File: src/hw/rtl/relative_path_normalizer_unit_assert.svh
// Assertion macros for the path normaliser; empty bodies under synthesis.
`ifndef RELATIVE_PATH_NORMALIZER_UNIT_ASSERT_SVH
`define RELATIVE_PATH_NORMALIZER_UNIT_ASSERT_SVH
`ifndef SYNTHESIS
// Same-cycle implication, sampled on clk, off during reset
`define RPN_ASSERT_IMP(lbl, ante, cons) \
	lbl: assert property (@(posedge clk) disable iff (!arst_n) (ante) |-> (cons)) \
		else $error("rpn: assertion failed");
// Next-cycle implication
`define RPN_ASSERT_NXT(lbl, ante, cons) \
	lbl: assert property (@(posedge clk) disable iff (!arst_n) (ante) |=> (cons)) \
		else $error("rpn: assertion failed");
`else
`define RPN_ASSERT_IMP(lbl, ante, cons)
`define RPN_ASSERT_NXT(lbl, ante, cons)
`endif
`endif

File: src/hw/rtl/rpn_pkg.sv
// Shared types and constants of the relative path normaliser.
`default_nettype none
package rpn_pkg;

	// Result status codes
	typedef enum logic [1:0] {
		ST_OK       = 2'd0,
		ST_INVALID  = 2'd1,
		ST_TOO_LONG = 2'd2,
		ST_ESCAPE   = 2'd3
	} rpn_status_t;

	// Characters of interest
	localparam logic [7:0] CH_SLASH  = 8'h2F;
	localparam logic [7:0] CH_BSLASH = 8'h5C;
	localparam logic [7:0] CH_COLON  = 8'h3A;
	localparam logic [7:0] CH_DOT    = 8'h2E;

	// Input transaction
	typedef struct packed {
		logic [7:0] path_char;
		logic       end_of_path;
		logic       empty_path;
	} rpn_in_t;

	// Result transaction
	typedef struct packed {
		logic [7:0] out_char;
		logic [1:0] status;
		logic       last_out;
	} rpn_out_t;

	// Sequencer to scan unit controls
	typedef struct packed {
		logic clear;    // start of a new scan
		logic byte_vld; // a path byte is presented
		logic fin;      // close the final segment
	} rpn_scan_ctl_t;

endpackage
`default_nettype wire

File: src/hw/rtl/rpn_ram.sv
// Generic single-write, single-read RAM with registered read data.
`default_nettype none
module rpn_ram #(
	parameter int WIDTH = 8,
	parameter int DEPTH = 64
) (
	input  wire logic                     clk,
	input  wire logic                     we,
	input  wire logic [$clog2(DEPTH)-1:0] waddr,
	input  wire logic [WIDTH-1:0]         wdata,
	input  wire logic [$clog2(DEPTH)-1:0] raddr,
	output logic      [WIDTH-1:0]         rdata
);

	logic [WIDTH-1:0] mem_q [DEPTH];

	// Write port and registered read port
	always_ff @(posedge clk) begin
		if (we) begin
			mem_q[waddr] <= wdata;
		end
		rdata <= mem_q[raddr];
	end

endmodule
`default_nettype wire

File: src/hw/rtl/rpn_scan.sv
// Segment scan unit: one path byte per step, builds the output and segment stack.
`default_nettype none
module rpn_scan #(
	parameter int MAX_IN = 64,
	parameter int PW     = $clog2(MAX_IN + 2),
	parameter int AW_O   = $clog2(MAX_IN + 1)
) (
	input  wire logic                  clk,
	input  wire logic                  arst_n,
	input  wire rpn_pkg::rpn_scan_ctl_t ctl,
	input  wire logic [7:0]            ch,
	output rpn_pkg::rpn_status_t       err,
	output logic [PW-1:0]              wptr,
	output logic                       ow_we,
	output logic [AW_O-1:0]            ow_addr,
	output logic [7:0]                 ow_data
);
	import rpn_pkg::*;

	localparam int STACK_SIZE = MAX_IN / 2 + 1;
	localparam int SAW        = $clog2(STACK_SIZE);
	localparam int DW         = $clog2(STACK_SIZE + 1);

	logic [PW-1:0] wptr_q;
	logic [PW-1:0] seg_start_q;
	logic [1:0]    seg_len_q;   // saturates at 3
	logic          dot0_q;
	logic          dot1_q;
	logic [DW-1:0] depth_q;
	rpn_status_t   err_q;

	logic          active;
	logic          is_bs;
	logic          is_chr;
	logic          seg_end;
	logic          seg_drop;
	logic          seg_up;
	logic          push;
	logic [DW-1:0] depth_m1;
	logic [PW-1:0] top_rdata;
	logic [PW-1:0] wptr_p1;

	// Byte classification and segment decisions
	always_comb begin
		active   = (err_q == ST_OK);
		is_bs    = ctl.byte_vld && (ch == CH_BSLASH);
		is_chr   = ctl.byte_vld && (ch != CH_BSLASH) && (ch != CH_SLASH);
		seg_end  = active && (ctl.fin || (ctl.byte_vld && (ch == CH_SLASH)));
		seg_drop = (seg_len_q == 2'd0) || ((seg_len_q == 2'd1) && dot0_q);
		seg_up   = (seg_len_q == 2'd2) && dot0_q && dot1_q;
		push     = seg_end && !seg_drop && !seg_up;
		depth_m1 = depth_q - DW'(1);
		wptr_p1  = wptr_q + PW'(1);
	end

	// Output buffer write: segment bytes, then a trailing '/' for each kept segment
	assign ow_we   = active && (is_chr || push);
	assign ow_addr = wptr_q[AW_O-1:0];
	assign ow_data = push ? CH_SLASH : ch;

	// Stack of output offsets of kept segments; top is read continuously
	rpn_ram #(
		.WIDTH (PW),
		.DEPTH (STACK_SIZE)
	) u_stack (
		.clk   (clk),
		.we    (push),
		.waddr (depth_q[SAW-1:0]),
		.wdata (seg_start_q),
		.raddr (depth_m1[SAW-1:0]),
		.rdata (top_rdata)
	);

	// Scan state
	always_ff @(posedge clk or negedge arst_n) begin
		if (!arst_n) begin
			wptr_q      <= '0;
			seg_start_q <= '0;
			seg_len_q   <= '0;
			dot0_q      <= 1'b0;
			dot1_q      <= 1'b0;
			depth_q     <= '0;
			err_q       <= ST_OK;
		end else if (ctl.clear) begin
			wptr_q      <= '0;
			seg_start_q <= '0;
			seg_len_q   <= '0;
			dot0_q      <= 1'b0;
			dot1_q      <= 1'b0;
			depth_q     <= '0;
			err_q       <= ST_OK;
		end else if (active) begin
			if (is_bs) begin
				err_q <= ST_INVALID;
			end else if (seg_end) begin
				if (seg_drop) begin
					// empty or "." segment: discard its bytes
					wptr_q <= seg_start_q;
				end else if (seg_up) begin
					// ".." segment: back to the previous kept segment
					if (depth_q == '0) begin
						err_q <= ST_ESCAPE;
					end else begin
						wptr_q      <= top_rdata;
						seg_start_q <= top_rdata;
						depth_q     <= depth_m1;
					end
				end else begin
					wptr_q      <= wptr_p1;
					seg_start_q <= wptr_p1;
					depth_q     <= depth_q + DW'(1);
				end
				seg_len_q <= '0;
				dot0_q    <= 1'b0;
				dot1_q    <= 1'b0;
			end else if (is_chr) begin
				wptr_q <= wptr_p1;
				if (seg_len_q != 2'd3) begin
					seg_len_q <= seg_len_q + 2'd1;
				end
				if (seg_len_q == 2'd0) begin
					dot0_q <= (ch == CH_DOT);
				end
				if (seg_len_q == 2'd1) begin
					dot1_q <= (ch == CH_DOT);
				end
			end
		end
	end

	assign err  = err_q;
	assign wptr = wptr_q;

endmodule
`default_nettype wire

File: src/hw/rtl/relative_path_normalizer_unit.sv
// Flow: bytes load one per cycle while busy is low; after the final byte come S_CHECK,
// S_SCAN, S_DRAIN, S_FIN, S_DONE and S_EMIT, one result byte per cycle. An error result is
// registered out of S_CHECK (length or prefix) or S_DONE (scan, empty, too long).
// busy stays high from the final byte to the last issue; the receiver cannot stall.
// Throughput is set by the single scan unit stepping one stored byte per cycle.
// Reset: async active low clears sequencer and counters; buffers keep contents.
`default_nettype none
`include "relative_path_normalizer_unit_assert.svh"
module relative_path_normalizer_unit #(
	parameter int MAX_INPUT_LENGTH  = 64,
	parameter int MAX_OUTPUT_LENGTH = 64
) (
	input  wire logic             clk,
	input  wire logic             arst_n,
	input  wire logic             start,
	output logic                  busy,
	input  wire rpn_pkg::rpn_in_t item,
	output logic                  strobe,
	output rpn_pkg::rpn_out_t     result
);
	import rpn_pkg::*;

	localparam int AW_I = $clog2(MAX_INPUT_LENGTH);
	localparam int LW   = $clog2(MAX_INPUT_LENGTH + 1);
	localparam int PW   = $clog2(MAX_INPUT_LENGTH + 2);
	localparam logic [31:0] OUT_LIM = 32'(MAX_OUTPUT_LENGTH + 1);

	typedef enum logic [6:0] {
		S_LOAD  = 7'b0000001,
		S_CHECK = 7'b0000010,
		S_SCAN  = 7'b0000100,
		S_DRAIN = 7'b0001000,
		S_FIN   = 7'b0010000,
		S_DONE  = 7'b0100000,
		S_EMIT  = 7'b1000000
	} state_t;

	state_t        state_q, state_d;
	logic [LW-1:0] len_q;
	logic          ovf_q;
	logic [7:0]    b0_q;
	logic [7:0]    b1_q;
	logic [AW_I-1:0] rd_idx_q;
	logic          rd_vld_s1;
	logic [LW-1:0] em_idx_q;
	logic [LW-1:0] em_last_idx_q;
	logic          em_vld_s1;
	logic          em_last_s1;
	logic          err_vld_q;
	rpn_status_t   err_st_q;

	logic          acc;
	logic          in_we;
	logic          path_end;
	logic          path_clr;
	logic          err_set;
	rpn_status_t   err_st_d;
	logic [LW-1:0] len_m1;
	logic          scan_last;
	logic          em_last;
	logic [7:0]    in_rdata;
	logic [7:0]    out_rdata;
	rpn_scan_ctl_t scan_ctl;
	rpn_status_t   scan_err;
	logic [PW-1:0] scan_wptr;
	logic [PW-1:0] wptr_m2;
	logic [31:0]   wptr_ext;
	logic          ow_we;
	logic [LW-1:0] ow_addr;
	logic [7:0]    ow_data;

	// Handshake and load decode
	always_comb begin
		busy      = (state_q != S_LOAD);
		acc       = start && (state_q == S_LOAD);
		in_we     = acc && !item.empty_path && (len_q < LW'(MAX_INPUT_LENGTH));
		path_end  = acc && (item.end_of_path || item.empty_path);
		len_m1    = len_q - LW'(1);
		scan_last = (rd_idx_q == len_m1[AW_I-1:0]);
		em_last   = (em_idx_q == em_last_idx_q);
		wptr_m2   = scan_wptr - PW'(2);
		wptr_ext  = 32'(scan_wptr);
	end

	// Sequencer
	always_comb begin
		state_d  = state_q;
		err_set  = 1'b0;
		err_st_d = ST_OK;
		path_clr = 1'b0;
		unique case (state_q)
			S_LOAD: begin
				if (path_end) begin
					state_d = S_CHECK;
				end
			end
			S_CHECK: begin
				// length and absolute-path checks, in priority order
				if (ovf_q) begin
					err_set  = 1'b1;
					err_st_d = ST_TOO_LONG;
				end else if (len_q == '0) begin
					err_set  = 1'b1;
					err_st_d = ST_INVALID;
				end else if ((b0_q == CH_SLASH) || (b0_q == CH_BSLASH)) begin
					err_set  = 1'b1;
					err_st_d = ST_INVALID;
				end else if ((len_q >= LW'(2)) && (b1_q == CH_COLON)) begin
					err_set  = 1'b1;
					err_st_d = ST_INVALID;
				end
				if (err_set) begin
					path_clr = 1'b1;
					state_d  = S_LOAD;
				end else begin
					state_d = S_SCAN;
				end
			end
			S_SCAN: begin
				if (scan_last) begin
					state_d = S_DRAIN;
				end
			end
			S_DRAIN: begin
				state_d = S_FIN;
			end
			S_FIN: begin
				state_d = S_DONE;
			end
			S_DONE: begin
				// scan error, then empty result, then output length
				if (scan_err != ST_OK) begin
					err_set  = 1'b1;
					err_st_d = scan_err;
				end else if (wptr_ext < 32'd2) begin
					err_set  = 1'b1;
					err_st_d = ST_INVALID;
				end else if (wptr_ext > OUT_LIM) begin
					err_set  = 1'b1;
					err_st_d = ST_TOO_LONG;
				end
				if (err_set) begin
					path_clr = 1'b1;
					state_d  = S_LOAD;
				end else begin
					state_d = S_EMIT;
				end
			end
			S_EMIT: begin
				if (em_last) begin
					path_clr = 1'b1;
					state_d  = S_LOAD;
				end
			end
			default: begin
				state_d = S_LOAD;
			end
		endcase
	end

	// Control registers
	always_ff @(posedge clk or negedge arst_n) begin
		if (!arst_n) begin
			state_q    <= S_LOAD;
			len_q      <= '0;
			ovf_q      <= 1'b0;
			rd_idx_q   <= '0;
			rd_vld_s1  <= 1'b0;
			em_idx_q   <= '0;
			em_vld_s1  <= 1'b0;
			em_last_s1 <= 1'b0;
			err_vld_q  <= 1'b0;
			err_st_q   <= ST_OK;
		end else begin
			state_q    <= state_d;
			rd_vld_s1  <= (state_q == S_SCAN);
			em_vld_s1  <= (state_q == S_EMIT);
			em_last_s1 <= (state_q == S_EMIT) && em_last;
			err_vld_q  <= err_set;
			if (err_set) begin
				err_st_q <= err_st_d;
			end
			// byte count and overflow of the path being loaded
			if (path_clr) begin
				len_q <= '0;
				ovf_q <= 1'b0;
			end else if (in_we) begin
				len_q <= len_q + LW'(1);
			end else if (acc && !item.empty_path) begin
				ovf_q <= 1'b1;
			end
			// scan read pointer
			if (state_q == S_CHECK) begin
				rd_idx_q <= '0;
			end else if (state_q == S_SCAN) begin
				rd_idx_q <= rd_idx_q + AW_I'(1);
			end
			// emit read pointer
			if (state_q == S_DONE) begin
				em_idx_q <= '0;
			end else if (state_q == S_EMIT) begin
				em_idx_q <= em_idx_q + LW'(1);
			end
		end
	end

	// Payload registers: first two bytes, final emit index
	always_ff @(posedge clk) begin
		if (in_we && (len_q == LW'(0))) begin
			b0_q <= item.path_char;
		end
		if (in_we && (len_q == LW'(1))) begin
			b1_q <= item.path_char;
		end
		if (state_q == S_DONE) begin
			em_last_idx_q <= wptr_m2[LW-1:0];
		end
	end

	// Input byte store
	rpn_ram #(
		.WIDTH (8),
		.DEPTH (MAX_INPUT_LENGTH)
	) u_in_ram (
		.clk   (clk),
		.we    (in_we),
		.waddr (len_q[AW_I-1:0]),
		.wdata (item.path_char),
		.raddr (rd_idx_q),
		.rdata (in_rdata)
	);

	// Scan unit
	always_comb begin
		scan_ctl.clear    = (state_q == S_CHECK);
		scan_ctl.byte_vld = rd_vld_s1;
		scan_ctl.fin      = (state_q == S_FIN);
	end

	rpn_scan #(
		.MAX_IN (MAX_INPUT_LENGTH),
		.PW     (PW),
		.AW_O   (LW)
	) u_scan (
		.clk     (clk),
		.arst_n  (arst_n),
		.ctl     (scan_ctl),
		.ch      (in_rdata),
		.err     (scan_err),
		.wptr    (scan_wptr),
		.ow_we   (ow_we),
		.ow_addr (ow_addr),
		.ow_data (ow_data)
	);

	// Normalised output store, one spare entry for the trailing separator
	rpn_ram #(
		.WIDTH (8),
		.DEPTH (MAX_INPUT_LENGTH + 1)
	) u_out_ram (
		.clk   (clk),
		.we    (ow_we),
		.waddr (ow_addr),
		.wdata (ow_data),
		.raddr (em_idx_q),
		.rdata (out_rdata)
	);

	// Result port: emitted byte or single error transaction
	always_comb begin
		strobe = em_vld_s1 || err_vld_q;
		if (em_vld_s1) begin
			result.out_char = out_rdata;
			result.status   = ST_OK;
			result.last_out = em_last_s1;
		end else begin
			result.out_char = 8'd0;
			result.status   = err_st_q;
			result.last_out = 1'b1;
		end
	end

	// Checks
	`RPN_ASSERT_IMP(a_fin_no_byte, state_q == S_FIN, !rd_vld_s1)
	`RPN_ASSERT_IMP(a_one_source, em_vld_s1, !err_vld_q)
	`RPN_ASSERT_NXT(a_last_ends_emit, em_vld_s1 && em_last_s1, !em_vld_s1)
	`RPN_ASSERT_IMP(a_err_is_last, strobe && (result.status != ST_OK), result.last_out)

endmodule
`default_nettype wire
File: config.mk
export PLATFORM = sky130hd
export DESIGN_NAME = relative_path_normalizer_unit
export DESIGN_NICKNAME = d
export VERILOG_FILES = /design/src/hw/rtl/rpn_pkg.sv /design/src/hw/rtl/rpn_ram.sv /design/src/hw/rtl/rpn_scan.sv /design/src/hw/rtl/relative_path_normalizer_unit.sv
export VERILOG_INCLUDE_DIRS = /design/src /design/src/hw/rtl
export SDC_FILE = /design/constraint.sdc
export NUM_CORES = 1
export LEC_CHECK = 0
export BUFFER_PORTS_ARGS = -buffer_cell sky130_fd_sc_hd__buf_4
export CORE_ASPECT_RATIO = 0.5
export CORE_MARGIN = 2
export CORE_UTILIZATION = 66
export CTS_BUF_LIST = sky130_fd_sc_hd__clkbuf_4 sky130_fd_sc_hd__clkbuf_8
export DETAILED_ROUTE_END_ITERATION = 7
export GPL_ROUTABILITY_DRIVEN = 1
export PLACE_DENSITY = 0.82
export SYNTH_ARGS = -nofsm -noshare
export SYNTH_HDL_FRONTEND = slang
export SYNTH_SLANG_ARGS = --single-unit
File: constraint.sdc
create_clock -name clk -period 3.5 [get_ports clk]
set_input_delay 0.7 -clock clk [delete_from_list [all_inputs] [get_ports clk]]
set_output_delay 0.7 -clock clk [all_outputs]
set_load 0.01 [all_outputs]
==> flow_summary.json, run 1 <==
{
  "seq_area_um2": 40600,
  "multiInputGateArea_um2": 12980,
  "timing.rr.start": "state_q[5]",
  "drive_above_1_share_pct": 28.93,
  "die_w_um": 409.8,
  "synthArstFlopShare_pct": 4.383,
  "fin_ws_ns": 0.2623,
  "fmax_mhz": 308.9,
  "finalHoldViolCount": 0,
  "finalSetupViolCount": 0,
  "die_y_um": 206.9,
  "clock_sinks": 1369,
  "io_pins": 26,
  "seq_area_frac_synth_pct": 74.68,
  "tightest_slew_ns": 1.230,
  "wl_per_cell_um": 28.83,
  "drt_iter0_drc": 3931,
  "period_needed_ns": 3.238,
  "grt_antenna_before_repair": 0,
  "drc_errors": 0,
  "status": "finished, final reports clean",
  "finalCritPeriodShare_pct": 92.51,
  "vias": 28580,
  "crit_path_end_kind": "flip-flop",
  "place_inst": 3927,
  "synth.distinct_cells": 76,
  "mostFrequentLayoutCells": "edfxtp_1, mux4_2, buf_4",
  "synth_nets": 2774,
  "post-place-ws_ns": 0.3045,
  "grt_pass1_vias": 28570,
  "hold_class": "in2reg",
  "ys.flop_type": "edfxtp_1",
  "coreArea_um2": 81570,
  "globalRouteTotalUtil_pct": 29.63,
  "die-area_um2": 84780,
  "path_max_fanout": 11,
  "yosys_register_bits": 1369,
  "power.density_nw_per_um2": 576.9,
  "final_common_cell": "edfxtp_1",
  "grt_overflow": 0,
  "clk_path_buf_depth": 3,
  "postRouteAntennaNets": 0,
  "crit_path_start_kind": "flip-flop",
  "synth_edf_count": 1286,
  "crit_start": "state_q[5]",
  "drt_pass1_iterations": 6,
  "portBuffers": 25,
  "gp_congestion": 0.9173,
  "numCtsBuffers": 176,
  "hp-start": "item[1]",
  "grt_max_degree": 67,
  "irDropWorstVdd_mv": 0.4356,
  "cts.clk_slew.worst_paths_ns": 0.07,
  "clock_skew_ns": 0.04642,
  "rsz0062_at_grt": "no",
  "cts_setup_buffers": 0,
  "dp_hpwl_um": 75520,
  "maxCapViolations": 0,
  "area_delta_synth_final_pct": 11.63,
  "cts-root-buf": "clkbuf_8",
  "h-tree-depth": 4,
  "syn_area_um2": 54340,
  "clock_latency_ns": 0.86,
  "wl_um": 122300,
  "finalSetupTns_ns": 0,
  "place_area_um2": 57010,
  "final_cell_count_no_fill": 4242,
  "required_ns": 3.96,
  "leakagePower_uw": 0.01930,
  "syn_avg_cell_area_um2": 19.82,
  "relSlewSlack_pct": 17.38,
  "std_cell_rows": 74,
  "yosysWarnings": 0,
  "vias_per_cell": 6.736,
  "grt_pass1_wl_um": 183000,
  "crit_type": "reg2reg",
  "cts_tree": "built",
  "fin_total_pwr_uw": 35000,
  "final_nets": 3036,
  "fin_area_um2": 60660,
  "postSynthCellCount": 2742,
  "n_fill_cell": 4299,
  "critical_path_arrival_ns": 3.70,
  "start_util_pct": 66.62,
  "slew_violations": 0
}
[final timing paths]
kind / to / slack, ns / cells after the start
max: u_scan.u_stack.mem_q[9][4] / 0.26 / 7
min: state_q[1] / 0.20 / 3
max reg2reg: u_scan.u_stack.mem_q[9][4] / 0.26 / 7
min reg2reg: u_out_ram.rdata[1] / 0.45 / 2
max in group asynchronous: rd_idx_q[0] / 2.33 / 2
min in group asynchronous: err_vld_q / 0.51 / 2
[power by group]
part           internal, uW  leakage [uW]  total (uW)  switching (uW)
clock network          6300       0.00191       12100            5770
registers             18600        0.0127       18800             259
logic                  1580       0.00472        4100            2520
[cell families (layout without fill, tap and decap cells)]
kind of cell | count (synthesis) | in the layout | synth area share, %
xor gates and xnor gates | 43 | 43 | 0.6931
DFF | 1369 | 1369 | 74.68
buffers and inverters | 180 | 577 | 1.522
adders and majority gates | 19 | 19 | 0.4375
and+or+nand+nor | 509 | 509 | 4.640
other | 0 | 1 | 0
muxes | 427 | 427 | 15.57
AOI/OAI and AO/OA | 195 | 195 | 2.464
[registers in the layout, summed over array words and instances (netlist names), 8 cells and up]
register,flops
b0_q,8
u_scan.u_stack.mem_q,231
u_in_ram.rdata,8
b1_q,8
u_out_ram.mem_q,520
u_in_ram.mem_q,512
u_out_ram.rdata,8
[critical path: stages (launching register included)]
cell and delay [ns]:
dfrtp_1 0.48, nor3_4 0.23, and4b_4 0.30, o21ai_2 0.08, buf_4 0.19, nor4_2 0.48, nand3b_1 0.40, nor2_1 0.69
[layout make-up]
| cell class | count | share of cell area [%] |
|---|---|---|
| Inverter | 22 | 0.1361 |
| Multi-Input combinational cell | 1193 | 21.39 |
| Sequential cell | 1369 | 66.93 |
| Antenna cell | 1 | 0.004125 |
| Clock inverter | 67 | 0.9096 |
| Timing Repair Buffer | 242 | 3.267 |
| Tap cell | 1102 | 2.273 |
| Clock buffer | 246 | 5.086 |
[cells in the mapped netlist (7+ instances only)]
| cell type | instances | share of area, % |
|---|---|---|
| mux2_2 | 10 | 0.21 |
| buf_6 | 8 | 0.17 |
| nor4_1 | 7 | 0.081 |
| nand2_1 | 78 | 0.54 |
| nor2b_1 | 18 | 0.21 |
| ha_1 | 19 | 0.44 |
| mux2i_1 | 80 | 1.5 |
| o211ai_1 | 8 | 0.11 |
| buf_2 | 51 | 0.47 |
| nor3_1 | 83 | 0.76 |
| o22ai_1 | 8 | 0.092 |
| nand2b_1 | 15 | 0.17 |
| xnor2_1 | 21 | 0.34 |
| o21ai_0 | 28 | 0.26 |
| or3_1 | 13 | 0.15 |
| a221oi_1 | 9 | 0.15 |
| xor2_1 | 22 | 0.35 |
| nand3b_1 | 10 | 0.14 |
| nor2_1 | 172 | 1.2 |
| buf_1 | 25 | 0.17 |
| inv_1 | 21 | 0.15 |
| clkbuf_1 | 66 | 0.46 |
| nand4_1 | 11 | 0.13 |
| mux4_2 | 333 | 14 |
| and2_1 | 19 | 0.22 |
| dfxtp_1 | 23 | 0.85 |
| o221ai_1 | 8 | 0.13 |
| nand3_1 | 44 | 0.41 |
| buf_4 | 7 | 0.097 |
| edfxtp_1 | 1286 | 71 |
| o31ai_1 | 8 | 0.11 |
| a211oi_1 | 7 | 0.097 |
| a21oi_1 | 45 | 0.41 |
| a22oi_1 | 28 | 0.39 |
| dfrtp_1 | 59 | 2.7 |
[repair_timing]
item                      CTS  global route
gates resized for setup     0             0
hold buffers                1             0
hold endpoints to repair   59             0
[metrics by stage]
step	hold slack, ns	utilization [%]
after floorplan	0.4044	-
after CTS	0.1242	74.36
final	0.1974	74.37
after detailed placement	0.4379	69.89
after global placement	0.4324	69.89
after global routing	0.1812	74.36
[per-layer routing]
metal	part of all wire (%)	GRT usage, %	vias to the layer above	wire (um)
li1	-	-	11740	-
met1	38	42.05	14540	46210
met2	48	46.75	2001	58760
met3	11	6.381	292	13420
met4	3.2	10.69	0	3886
met5	0	0	-	0
Note: power is estimated with default switching activity, not from simulation.
==> run 2: changes to the inputs <==
--- a/config.mk
+++ b/config.mk
@@ -7,7 +7,7 @@
 export NUM_CORES = 1
 export LEC_CHECK = 0
 export BUFFER_PORTS_ARGS = -buffer_cell sky130_fd_sc_hd__buf_4
-export CORE_ASPECT_RATIO = 0.5
+export CORE_ASPECT_RATIO = 0.6
 export CORE_MARGIN = 2
 export CORE_UTILIZATION = 66
 export CTS_BUF_LIST = sky130_fd_sc_hd__clkbuf_4 sky130_fd_sc_hd__clkbuf_8
==> run 2 against run 1 <==
Compared with the run above:
- critical path depth rose by 1
- non-clock buffer count shrank 12
- sequential share of layout area increased by 0.055 points
- worst setup slack better by 0.024 ns
- sequential power hardly changed
- maximum frequency grew 0.74%
- largest power group unchanged
==> flow_summary.json, run 2 (synthesized netlist as in run 1, its figures left out) <==
{
  "period_needed_ns": 3.214,
  "regMostFlops": "u_out_ram.mem_q",
  "critical_path_arrival_ns": 3.95,
  "hp-start": "start",
  "cts.clk_slew.worst_paths_ns": 0.07,
  "grt_pass1_vias": 28520,
  "wl_per_cell_um": 30.76,
  "globalRouteTotalUtil_pct": 31.46,
  "std_cell_rows": 81,
  "numCtsBuffers": 183,
  "h-tree-depth": 4,
  "top_regs": "u_out_ram.mem_q: 520 flops, u_in_ram.mem_q: 512 flops, u_scan.u_stack.mem_q: 231 flops",
  "wl_um": 130000,
  "vias": 29330,
  "grt_pass1_wl_um": 191400,
  "gp_congestion": 0.9643,
  "die_y_um": 226.3,
  "post-place-ws_ns": 0.3256,
  "fin_ws_ns": 0.2862,
  "irDropWorstVdd_mv": 0.4800,
  "r2r_slack_ns": 0.29,
  "die-area_um2": 84720,
  "postRouteAntennaNets": 0,
  "hold_class": "in2reg",
  "finalHoldViolCount": 0,
  "timing.rr.start": "u_scan.depth_q[0]",
  "n_fill_cell": 4338,
  "grt_overflow": 0,
  "final_nets": 3031,
  "leakagePower_uw": 0.01931,
  "portBuffers": 25,
  "min_to": "state_q[1]",
  "drt_iter0_drc": 5049,
  "tightest_slew_ns": 1.278,
  "start_util_pct": 66.69,
  "cts_tree": "built",
  "crit_start": "u_scan.depth_q[0]",
  "grt_max_degree": 69,
  "finalCritPeriodShare_pct": 91.82,
  "maxCapViolations": 0,
  "drive_above_1_share_pct": 28.89,
  "largest_register_ffs": 520,
  "grt_antenna_before_repair": 4,
  "crit_type": "reg2reg",
  "drc_errors": 0,
  "slew_violations": 0,
  "clk_path_buf_depth": 3,
  "cts-root-buf": "clkbuf_8",
  "status": "finished, final reports clean",
  "dp_hpwl_um": 82950,
  "path_max_fanout": 24,
  "clock_latency_ns": 0.89,
  "finalSetupTns_ns": 0,
  "relSlewSlack_pct": 14.18,
  "clock_skew_ns": 0.04718,
  "crit_path_end_kind": "flip-flop",
  "drt_pass1_iterations": 6,
  "coreArea_um2": 81480,
  "clock_sinks": 1369,
  "r2r-end": "u_scan.u_stack.rdata[5]",
  "crit_path_start_kind": "flip-flop",
  "fmax_mhz": 311.2,
  "area_delta_synth_final_pct": 11.54,
  "final_common_cell": "edfxtp_1",
  "finalSetupViolCount": 0,
  "vias_per_cell": 6.940,
  "mostFrequentLayoutCells": "edfxtp_1, mux4_2, buf_4",
  "rsz0062_at_grt": "no",
  "io_pins": 26,
  "power.density_nw_per_um2": 581.1,
  "die_w_um": 374.4,
  "r2r.worst_path.cells": 8,
  "hold_path_depth": 3,
  "required_ns": 4.24
}
## run 2: changes by cell type in the layout (fill, tap and decap cells not counted), moves of 3 or more
cell / change
clkinvlp_4: -4
clkinv_2: +4
buf_4: -15
clkbuf_4: +21
clkbuf_8: -5
clkinv_1: +6
inv_8: +3
## run 2: cell type report
cell class              count  area (um2)  area share (%)
flip-flops and latches   1369       40600           66.99
multi-input cells        1193       12980           21.41
clock buffers             262        3174           5.237
repair buffers            230        1914           3.158
well taps                1079        1350           2.227
clock inverters            70       509.2          0.8402
inverters                  22       82.58          0.1362
diodes                      1       2.502        0.004129
## run 2: repair_timing
action,CTS,global route
buffers inserted,0,0
hold buffers,1,0
hold endpoints to repair,59,0
gates resized for setup,0,0
## run 2: worst max path at each step
| stage | to | slack [ns] | cells after the start |
|---|---|---|---|
| 2_1_floorplan | u_scan.u_stack.rdata[4] | 0.38 | 10 |
| 3_3_place_gp | u_in_ram.mem_q[6][0] | 0.43 | 7 |
| 3_5_place_dp | u_in_ram.mem_q[6][0] | 0.33 | 7 |
| 4_1_cts | busy | 0.27 | 4 |
| 5_1_grt | u_out_ram.mem_q[10][7] | 0.07 | 7 |
| 6_report | u_scan.u_stack.rdata[5] | 0.29 | 8 |
## run 2: power by group
group	leakage, uW	internal [uW]	switching, uW
combinational	0.00467	1560	2650
sequential	0.0127	18600	235
clock	0.00197	6360	5840
## run 2: metal layers
layer  part of all wire [%]  routed length [um]  track usage (%)
met5                  0.016                  21                0
met4                    1.6                2044            7.206
met3                     17               21710            12.56
met2                     42               54450            41.48
met1                     40               51790            49.83
## run 2: worst max-delay path, stage by stage (launching register included)
cell	delay, ns
dfrtp_4	0.65
inv_1	0.21
ha_2	0.38
buf_4	0.35
buf_4	0.34
mux4_2	0.35
mux4_2	0.49
mux2i_1	0.19
a21oi_1	0.10
## run 2: stage by stage
| stage | instance area (um2) | total power, uW | util [%] | hold slack, ns | instances |
|---|---|---|---|---|---|
| 2_1_floorplan | 54340 | 21680 | - | 0.4044 | 2742 |
| 3_3_place_gp | 56910 | 23090 | 69.84 | 0.4464 | 3891 |
| 3_5_place_dp | 56910 | 23280 | 69.84 | 0.4487 | 3891 |
| 4_1_cts | 60600 | 35230 | 74.38 | 0.09833 | 4224 |
| 5_1_grt | 60610 | 36200 | 74.39 | 0.1764 | 4226 |
| 6_report | 60610 | 35220 | 74.39 | 0.1545 | 4226 |
